$ cat src/design/c3as_pkg.sv
// Shared types and constants of the 3x3 convolution block.
// Used by the row multiply-add unit and the top level; depends on nothing.
package c3as_pkg;

  localparam int PIX_W      = 8;
  localparam int COEF_W     = 8;
  localparam int COEF_ROW_W = 3 * COEF_W;
  localparam int PROD_W     = COEF_W + PIX_W + 1;
  localparam int ROW_SUM_W  = PROD_W + 2;
  localparam int TOTAL_W    = ROW_SUM_W + 2;
  localparam int ROW_OUT_W  = 12;
  localparam int COL_OUT_W  = 11;
  localparam int WIDTH_W    = 12;
  localparam int HEIGHT_W   = 13;
  localparam int CFG_IDX_W  = 3;
  localparam int CFG_DATA_W = COEF_ROW_W;

  // Configuration register indexes.
  localparam logic [CFG_IDX_W-1:0] REG_COEFF_TOP    = 3'd0;
  localparam logic [CFG_IDX_W-1:0] REG_COEFF_MID    = 3'd1;
  localparam logic [CFG_IDX_W-1:0] REG_COEFF_BOT    = 3'd2;
  localparam logic [CFG_IDX_W-1:0] REG_IMAGE_WIDTH  = 3'd3;
  localparam logic [CFG_IDX_W-1:0] REG_IMAGE_HEIGHT = 3'd4;

  typedef logic [PIX_W-1:0]             pix_t;
  typedef logic [COEF_ROW_W-1:0]        coef_row_t;
  typedef logic signed [ROW_SUM_W-1:0]  row_sum_t;

endpackage

$ cat src/design/c3as_row_mac.sv
// One neighborhood row: three signed coefficients times three unsigned pixels, summed.
// Depends on c3as_pkg for the pixel, coefficient row and row sum types.
module c3as_row_mac (
  input  c3as_pkg::coef_row_t coef_row,
  input  c3as_pkg::pix_t      left_px,
  input  c3as_pkg::pix_t      center_px,
  input  c3as_pkg::pix_t      right_px,
  output c3as_pkg::row_sum_t  row_sum
);

  logic signed [c3as_pkg::PROD_W-1:0] prod_l;
  logic signed [c3as_pkg::PROD_W-1:0] prod_c;
  logic signed [c3as_pkg::PROD_W-1:0] prod_r;

  // Pixels get a zero sign bit so the products are fully signed.
  assign prod_l = $signed(coef_row[7:0])   * $signed({1'b0, left_px});
  assign prod_c = $signed(coef_row[15:8])  * $signed({1'b0, center_px});
  assign prod_r = $signed(coef_row[23:16]) * $signed({1'b0, right_px});

  assign row_sum = c3as_pkg::ROW_SUM_W'(prod_l) + c3as_pkg::ROW_SUM_W'(prod_c)
                 + c3as_pkg::ROW_SUM_W'(prod_r);

endmodule

$ cat config.mk
export PLATFORM = sky130hd
export DESIGN_NAME = c3as_row_mac
export DESIGN_NICKNAME = d
export VERILOG_FILES = /design/src/design/c3as_pkg.sv /design/src/design/c3as_row_mac.sv
export SDC_FILE = /design/constraint.sdc
export NUM_CORES = 1
export LEC_CHECK = 0
export BUFFER_PORTS_ARGS = -buffer_cell sky130_fd_sc_hd__buf_2
export CORE_UTILIZATION = 44
export DETAILED_ROUTE_END_ITERATION = 12
export PLACE_DENSITY_LB_ADDON = 0.12
export SLEW_MARGIN = 20
export SYNTH_ARGS = -nofsm -noshare
export SYNTH_HDL_FRONTEND = slang
export SYNTH_SLANG_ARGS = --single-unit
$ cat constraint.sdc
create_clock -name vclk -period 5.5
set_input_delay 0.275 -clock vclk [all_inputs]
set_output_delay 0.275 -clock vclk [all_outputs]
set_load 0.01 [all_outputs]
# Yosys cells after proc, flatten, opt, wreduce, memory -nomap -nowiden
# Index checks and enable logic that the tools add are counted.
dict set report totals {
  mem_count 0
  mem_bits_ro 0
  ramBits 0
  output_inout_bits 19
  latchBits 0
  register_bits 0
}
dict set report op_classes {
  n_mul 3
  bitwise 0
  muxes 0
  magnitude_cmp 0
  n_addsub 2
  div_mod_pow 0
  eq_ne 0
  reduce_logical 0
  shift 0
}
# op n
set op_table {}
lappend op_table {{8-bit by 9-bit multiplier with 17-bit output} 3}
lappend op_table {{18-bit by 17-bit adder with 19-bit output} 1}
lappend op_table {{17-bit by 17-bit adder with 18-bit output} 1}

# Logic depth before layout (Yosys ltp)
# Gate-level depths: netlist (run 1).
dict set report logic_depth {
  ltp_word 3
  ltp_mapped 22
}

# Least setup slack after synthesis (run 1)
# OpenSTA, ideal clock, no wires.
dict set report synth_timing {
  path_type {in2out}
  startpoint {input port left_px[7]}
  endpoint {output port row_sum[11]}
  n_path_buf 0
  t_arrival_ns 5.424
  t_required_ns 5.225
  slack_ns -0.199
  path_stages 18
  path_cell_list {and2_1 > fa_1 > fa_1 > inv_1 > fa_1 > inv_1 > fa_1 > fa_1 > fa_1 > inv_1 > fa_1 > inv_1 > ha_1 > a21o_1 > a21oi_2 > a21oi_2 > or4b_1 > nand3_1}
}
dict set report synth_via {
  elab_chain_cells 3
}
# item line_no
set synth_rtl {}
lappend synth_rtl {{from (decl)} c3as_row_mac.sv:5} ;# input c3as_pkg::pix_t left_px,
lappend synth_rtl {{8-bit by 9-bit multiplier with 17-bit output} c3as_row_mac.sv:16} ;# assign prod_l = $signed(coef_row[7:0]) * $signed({1'b0, left_px});
lappend synth_rtl {{17-bit by 17-bit adder with 18-bit output} c3as_row_mac.sv:20} ;# assign row_sum = c3as_pkg::ROW_SUM_W'(prod_l) + c3as_pkg::ROW_SUM_W'(prod_c)
lappend synth_rtl {{18-bit by 17-bit adder with 19-bit output} c3as_row_mac.sv:21} ;# + c3as_pkg::ROW_SUM_W'(prod_r);
lappend synth_rtl {{to (decl)} c3as_row_mac.sv:8} ;# output c3as_pkg::row_sum_t row_sum
# No other way between the ends.

# Worst setup path in the final report (run 1)
dict set report layout_timing {
  startpoint {input port coef_row[10]}
  endpoint {output port row_sum[11]}
}
dict set report layout_via {
  elab_chain_cells 3
}
# item line_no
set layout_rtl {}
lappend layout_rtl {{from (decl)} c3as_row_mac.sv:4} ;# input c3as_pkg::coef_row_t coef_row,
lappend layout_rtl {{8-bit by 9-bit multiplier with 17-bit output} c3as_row_mac.sv:17} ;# assign prod_c = $signed(coef_row[15:8]) * $signed({1'b0, center_px});
lappend layout_rtl {{17-bit by 17-bit adder with 18-bit output} c3as_row_mac.sv:20}
lappend layout_rtl {{18-bit by 17-bit adder with 19-bit output} c3as_row_mac.sv:21}
# No other way between the ends.

==> results of run 1 <==
[cell families (layout without fill, tap and decap cells)]
kind of cell | count (synthesis) | in the layout
AOI/OAI and AO/OA | 37 | 37
xor gates and xnor gates | 14 | 14
adders and majority gates | 277 | 277
buffers and inverters | 246 | 408
muxes | 1 | 1
and+or+nand+nor | 230 | 230
[cells in the final DEF (no fill, tap or decap), types with 17 or more instances in the layout]
cell type	netlist	layout
nor2_1	21	18
ha_1	111	98
buf_2	1	41
buf_6	0	20
buf_4	0	94
inv_1	243	229
nand2_1	64	56
fa_1	166	157
and2_4	0	17
and2_1	106	89
[through the flow]
step	setup TNS, ps	utilization	cell area, sq um
finish	-3270	0.579	9270
global route	-5070	0.579	9270
CTS	-3510	0.569	9100
detailed placement	-5660	0.537	8600
global placement	-4820	0.537	8600
floorplan	-112	-	7330
[path summary, 6_finish.rpt]
kind          end  slack, ps  cells after the start         start
max   row_sum[11]       -460                     20  coef_row[10]
min    row_sum[0]       1210                      5  coef_row[16]
[critical path, delay by kind of cell]
kind	cells	cell delay (ps)
buffers and inverters	6	440
AOI/OAI and AO/OA	3	450
and+or+nand+nor	3	770
adders and majority gates	8	3750
[what timing repair did]
action,in CTS,in global routing
pin swaps,46,35
setup buffers,8,3
gates resized for setup,120,45
endpoints found under the setup margin,12,12
[per-layer routing]
layer / up-vias / part of all wire
met1: 2900 / 0.42
met4: 0 / 0.0061
met2: 71 / 0.56
met3: 10 / 0.020
met5: - / 0
li1: 2689 / -
[area by class of cell]
type,instances,area (sq um)
inverters,243,912
multi-input cells,559,6780
repair buffers,165,1310
fillers,1525,6730
well taps,216,270
==> results.py, run 1 <==
metrics = {
    "global_routing": {
        "grt_util_met2": 0.434,
        "grt.total_usage": 0.219,
        "use_met1": 0.273,
        "overflow": 0,
        "antenna_found_initial": 0,
        "grt_pass1_vias": 6314,
        "grt_max_degree": 9,
        "grt-busiest-layer": "met2",
        "global_route.usage.met3": 0.00774,
        "grt_pass1_wl_um": 29100,
    },
    "setup_path": {
        "crit_path_cell_trace": "buf_2, and2_4, fa_1, inv_1, fa_1, inv_1, fa_1, fa_1, fa_2, fa_1, inv_1, fa_1, inv_2, ha_4, a21o_1, a21oi_4, a21oi_2, or4b_4, nand3_2, buf_6",
        "slowest_delay_ps": 550,
        "arrival_ps": 5680,
        "crit_type": "in2out",
        "worst_setup_path_start_kind": "primary input",
        "cp.required_ps": 5220,
        "cp_max_fo": 3,
        "cpMaxStageDelayCell": "fa_1",
        "worst_path_most_repeated_cell": "fa_1",
        "cp-end-kind": "output pin",
    },
    "sta": {
        "worst_pin_slew_ps": 346,
        "slew_headroom": 0.769,
        "hold_viol": 0,
        "finalCritPeriodShare": 1.08,
        "fin_crit_ps": 5960,
        "maxSlewViolCount": 0,
        "rsz0062_at_grt": "true",
        "fin_ws_ps": -457,
        "fmax_ghz": 0.168,
        "setup_viol": 11,
        "hold_ws_ps": 1210,
    },
    "synth": {
        "synth_top_family_by_area": "adder cells",
        "synth.distinct_cells": 39,
        "synthMuxAreaShare": 0.00137,
        "synthAdderAreaFrac": 0.647,
        "avgSynthCellArea_sq_um": 9.05,
        "synth.top_cell.area_share": 0.456,
        "synth-compound-area-share": 0.0398,
        "ys_warn_count": 0,
        "syn_inst": 805,
        "synth_nets": 1130,
        "yosysSeqAreaShare": 0,
        "synthSimpleGateAreaFrac": 0.168,
        "synth_top_area_cell": "fa_1",
        "synth_area_leaders": "fa_1, ha_1, inv_1",
        "synth_top_cells_by_count": "inv_1, fa_1, ha_1",
        "yosysMostFrequentCell": "inv_1",
        "synth_xor_area_frac": 0.0168,
        "syn-cell-area_sq_mm": 0.00729,
    },
    "clock_tree": {
        "holdBufCountCts": 0,
    },
    "detailed_routing": {
        "drt_pass1_iterations": 4,
        "postRouteAntennaNets": 0,
        "drt_iter0_drc": 127,
        "routed_wl_um": 17400,
        "avgViaCountPerCell": 4.79,
        "vias": 5670,
        "drc": 0,
        "routedWlPerCell_um": 14.7,
    },
    "layout": {
        "regArea_sq_um": 0,
        "fin_cells": 1183,
        "area_growth_pct": 27.2,
        "seq_cell_count": 0,
        "clkbuf_count": 0,
        "fin_nets": 1294,
        "drive_above_1_share": 0.270,
        "diodes": 0,
    },
    "placement": {
        "place_ws_ps": -602,
        "dp_cells": 1173,
        "dp.final_hpwl_um": 15700,
        "place_congestion": 0.832,
        "io_buffers": 67,
    },
    "floorplan": {
        "initial_utilization": 0.456,
        "dieArea_sq_mm": 0.0171,
        "die_height_um": 131,
        "row_count": 46,
        "pin_count": 67,
        "core_area_sq_mm": 0.0160,
        "die_w_um": 131,
    },
    "job": {
        "drv_cap": 0,
    },
    "worst_hold_path": {
        "hold_class": "in2out",
    },
    "outcome": {
        "violations": "negative setup slack",
        "status": "finished, violations left",
    },
}
Power of run 1 is left out: the tool's default activity adds up to more than one toggle a clock period on the data nets, which glitch-free logic cannot reach.
==> inputs of run 2 (changes only) <==
--- a/config.mk
+++ b/config.mk
@@ -6,7 +6,7 @@
 export NUM_CORES = 1
 export LEC_CHECK = 0
 export BUFFER_PORTS_ARGS = -buffer_cell sky130_fd_sc_hd__buf_2
-export CORE_UTILIZATION = 44
+export CORE_UTILIZATION = 34
 export DETAILED_ROUTE_END_ITERATION = 12
 export PLACE_DENSITY_LB_ADDON = 0.12
 export SLEW_MARGIN = 20
==> constraint.sdc (replaced) <==
create_clock -name vclk -period 5.5
set_input_delay 0.55 -clock vclk [all_inputs]
set_output_delay 0.55 -clock vclk [all_outputs]
set_load 0.01 [all_outputs]
==> run 2 against run 1 <==
  * The flow still finishes with violations (negative setup slack)
  * Count of clock-buffer cells in the layout unchanged
  * First-iteration DRC count decreased by 20%
  * Global-route usage decreased by 5.3 points
  * Flip-flop and latch count unchanged
  * Critical endpoint unchanged
==> results.py, run 2 (synthesized netlist as in run 1, its figures left out) <==
metrics = {
    "setup_path": {
        "cp-end-kind": "output pin",
        "cp_max_fo": 3,
        "worst_setup_path_start_kind": "primary input",
        "slowest_delay_ps": 540,
        "cp.required_ps": 4950,
        "arrival_ps": 5970,
        "crit_type": "in2out",
        "worst_path_most_repeated_cell": "fa_1",
        "crit_path_cell_trace": "buf_8, and2_4, fa_1, inv_2, fa_1, inv_2, fa_1, fa_1, fa_1, fa_1, inv_1, fa_1, inv_2, ha_4, a21o_1, a21oi_4, a21oi_2, or4b_1, nand3_2, buf_6",
        "cpMaxStageDelayCell": "fa_1",
        "path_buf_inv": 6,
        "critPathTopFamily": "adder cells",
    },
    "worst_hold_path": {
        "worstHoldStart": "center_px[0]",
        "min_path_cells": 5,
        "hold_end": "row_sum[0]",
        "hold_class": "in2out",
    },
    "floorplan": {
        "die_height_um": 148,
        "initial_utilization": 0.347,
        "row_count": 53,
        "pin_count": 67,
        "core_area_sq_mm": 0.0210,
        "dieArea_sq_mm": 0.0220,
        "die_w_um": 148,
    },
    "sta": {
        "fin_ws_ps": -1020,
        "maxSlewViolCount": 0,
        "finalCritPeriodShare": 1.19,
        "slew_headroom": 0.775,
        "fin_crit_ps": 6520,
        "setup_viol": 15,
        "fmax_ghz": 0.153,
        "rsz0062_at_grt": "true",
        "hold_viol": 0,
        "worst_pin_slew_ps": 334,
        "hold_ws_ps": 1740,
    },
    "detailed_routing": {
        "postRouteAntennaNets": 0,
        "routed_wl_um": 17300,
        "drt_pass1_iterations": 4,
        "drt_iter0_drc": 101,
        "avgViaCountPerCell": 4.46,
        "vias": 5556,
        "routedWlPerCell_um": 13.9,
        "drc": 0,
    },
    "placement": {
        "dp_cells": 1241,
        "dp.final_hpwl_um": 16100,
        "io_buffers": 67,
        "place_ws_ps": -1270,
        "place_congestion": 0.763,
    },
    "layout": {
        "clkbuf_count": 0,
        "drive_above_1_share": 0.268,
        "fin_nets": 1297,
        "mostFrequentLayoutCells": "inv_1, fa_1, ha_1, buf_4, and2_1",
        "fillers": 2128,
        "diodes": 0,
        "area_growth_pct": 27.9,
        "regArea_sq_um": 0,
        "fin_cells": 1245,
        "multi_input_area_sq_mm": 0.00676,
        "seq_cell_count": 0,
        "final_common_cell": "inv_1",
    },
    "job": {
        "drv_cap": 0,
    },
    "global_routing": {
        "overflow": 0,
        "grt_pass1_vias": 5944,
        "antenna_found_initial": 0,
        "grt_pass1_wl_um": 29000,
        "grt_max_degree": 9,
        "grt.total_usage": 0.166,
    },
    "outcome": {
        "status": "finished, violations left",
        "violations": "negative setup slack",
    },
}
-- run 2: metal layers --
metal  share of wire  vias to the layer above  track usage
met5               0                        -            0
met4          0.0046                        0      0.00619
met3           0.024                        4      0.00429
met2            0.53                       63        0.314
met1            0.44                     2797        0.222
li1                -                     2692            -
-- run 2: cell type report --
type / instances / share of cell area
multi-input combinational: 559 / 0.725
timing repair buffer: 168 / 0.141
inverter: 243 / 0.0978
tap: 275 / 0.0369
-- run 2: stage by stage --
stage,TNS (ps),instance area [sq um],util
after floorplan,-5520,7340,-
after global placement,-13480,8770,0.417
after detailed placement,-14080,8770,0.417
after CTS,-11840,9070,0.431
after global routing,-13290,9320,0.444
final,-10480,9320,0.444
-- run 2: timing repair --
action / CTS / global route
pin swaps: 34 / 69
cloned: 0 / 0
gates resized for setup: 72 / 74
setup buffers: 4 / 2
endpoints found under the setup margin: 15 / 15
hold buffers: 0 / 0
-- run 2: how the worst max path moves through the flow --
stage | from | depth (start not counted) | slack (ps) | end
after floorplan | right_px[6] | 18 | -620 | row_sum[11]
final | coef_row[10] | 20 | -1020 | row_sum[11]
after detailed placement | left_px[3] | 22 | -1270 | row_sum[17]
after CTS | coef_row[10] | 20 | -1060 | row_sum[15]
after global routing | coef_row[10] | 20 | -1160 | row_sum[11]
after global placement | coef_row[0] | 22 | -1220 | row_sum[17]
Power of run 2 is left out for the same reason.
==> inputs of run 3 (changes only) <==
--- a/config.mk
+++ b/config.mk
@@ -6,6 +6,7 @@
 export NUM_CORES = 1
 export LEC_CHECK = 0
 export BUFFER_PORTS_ARGS = -buffer_cell sky130_fd_sc_hd__buf_2
+export CAP_MARGIN = 0
 export CORE_UTILIZATION = 34
 export DETAILED_ROUTE_END_ITERATION = 12
 export PLACE_DENSITY_LB_ADDON = 0.12
==> constraint.sdc (replaced) <==
create_clock -name vclk -period 6.76
set_input_delay 0.676 -clock vclk [all_inputs]
set_output_delay 0.676 -clock vclk [all_outputs]
set_load 0.01 [all_outputs]
==> run 3 against run 2 <==
  * The run still ends with negative setup slack left
  * Flip-flop and latch count is the same
  * Cell count fell by 0.48%
  * Critical path depth is 1 higher
  * Sequential share of layout area unchanged
  * Die area unchanged
  * Worst setup slack better by 1000 ps
  * Routed wire length increased by 0.95%
  * Utilization shrank 0.98 points
  * First-iteration DRC count shrank 7.9%
==> results.py, run 3 (synthesized netlist as in run 1, its figures left out) <==
metrics = {
    "sta": {
        "tns_ps": -4.80,
        "finalCritPeriodShare": 1.00,
        "worst_pin_slew_ps": 328,
        "fin_crit_ps": 6760,
        "hold_viol": 0,
        "rsz0062_at_grt": "true",
        "setup_viol": 1,
        "slew_headroom": 0.780,
        "fin_ws_ps": -4.80,
        "fmax_ghz": 0.148,
        "maxSlewViolCount": 0,
    },
    "setup_path": {
        "cpMaxStageDelayCell": "fa_1",
        "arrival_ps": 6090,
        "critPathTopFamily": "adder cells",
        "cp.required_ps": 6080,
        "crit_path_cell_trace": "buf_8, buf_12, and2_4, fa_1, fa_1, inv_2, fa_1, inv_1, fa_1, fa_1, fa_1, inv_2, fa_1, inv_2, ha_4, a21o_1, a21oi_4, a21oi_2, or4b_1, nand3_1, buf_2",
        "crit_type": "in2out",
        "path_buf_inv": 7,
        "slowest_delay_ps": 550,
        "worst_path_most_repeated_cell": "fa_1",
        "cp_max_fo": 4,
        "worst_setup_path_start_kind": "primary input",
        "cp-end-kind": "output pin",
    },
    "global_routing": {
        "grt_util_met2": 0.324,
        "antenna_found_initial": 0,
        "grt_pass1_wl_um": 29400,
        "grt.total_usage": 0.171,
        "overflow": 0,
        "grt-busiest-layer": "met2",
        "global_route.usage.met3": 0.000920,
        "grt_max_degree": 10,
        "use_met1": 0.230,
        "grt_pass1_vias": 6014,
    },
    "outcome": {
        "violations": "negative setup slack",
        "status": "finished, violations left",
    },
    "layout": {
        "diodes": 0,
        "area_growth_pct": 25.1,
        "fin_util": 0.434,
        "seq_cell_count": 0,
        "clkbuf_count": 0,
        "mostFrequentLayoutCells": "inv_1, fa_1, ha_1, and2_1, buf_4",
        "drive_above_1_share": 0.245,
        "final_common_cell": "inv_1",
        "fin_nets": 1291,
        "regArea_sq_um": 0,
        "fin_cells": 1239,
    },
    "placement": {
        "place_congestion": 0.811,
        "dp_cells": 1232,
        "io_buffers": 67,
        "dp.final_hpwl_um": 16200,
    },
    "detailed_routing": {
        "routed_wl_um": 17400,
        "avgViaCountPerCell": 4.43,
        "postRouteAntennaNets": 0,
        "drt_iter0_drc": 93,
        "routedWlPerCell_um": 14.1,
        "vias": 5484,
        "drt_pass1_iterations": 4,
        "drc": 0,
    },
    "floorplan": {
        "pin_count": 67,
        "die_w_um": 148,
        "die_height_um": 148,
        "core_area_sq_mm": 0.0210,
        "initial_utilization": 0.347,
        "row_count": 53,
        "dieArea_sq_mm": 0.0220,
    },
    "worst_hold_path": {
        "hold_end": "row_sum[0]",
        "hold_class": "in2out",
        "min_path_cells": 5,
        "worstHoldStart": "coef_row[16]",
    },
    "job": {
        "drv_cap": 0,
    },
    "clock_tree": {
        "holdBufCountCts": 0,
    },
}
run 3: cell count changes in the layout (fill, tap and decap cells not counted), moves of 3 or more:
| cell | delta |
|---|---|
| and2_1 | +7 |
| and2_4 | -7 |
| buf_2 | +7 |
| buf_6 | -7 |
| fa_1 | -3 |
| fa_2 | +3 |
| ha_1 | +4 |
| ha_4 | -3 |
| inv_1 | +3 |
| inv_2 | -3 |
run 3: layer usage:
metal / share of wire / vias up
met5: 0 / -
met4: 0 / 0
met3: 0.012 / 0
met2: 0.53 / 43
met1: 0.46 / 2754
li1: - / 2687
run 3: worst max path at each step:
stage,depth (start not counted),end,startpoint
after floorplan,18,row_sum[11],left_px[7]
after global placement,21,row_sum[16],left_px[7]
after detailed placement,21,row_sum[16],left_px[7]
after CTS,21,row_sum[17],coef_row[18]
after global routing,21,row_sum[17],left_px[1]
final,21,row_sum[11],left_px[5]
run 3: final cells by class:
cell class | instances | area (sq um)
fill | 2152 | 11900
timing repair buffer | 162 | 1210
tap | 275 | 344
multi-input combinational | 559 | 6650
inverter | 243 | 912
run 3: timing repair:
action	CTS	global route
pin swaps	45	28
gates resized for setup	75	39
endpoints found under the setup margin	9	9
setup buffers	7	1
hold endpoints to repair	0	0
run 3: through the flow:
stage	worst slack, ps	cell area, sq um	hold slack (ps)
after floorplan	259	7290	1620
after CTS	-69.5	8980	2040
after detailed placement	-317	8640	2030
after global placement	-302	8640	2020
final	-4.80	9120	2020
after global routing	-156	9120	2060
Power of run 3 is left out for the same reason.
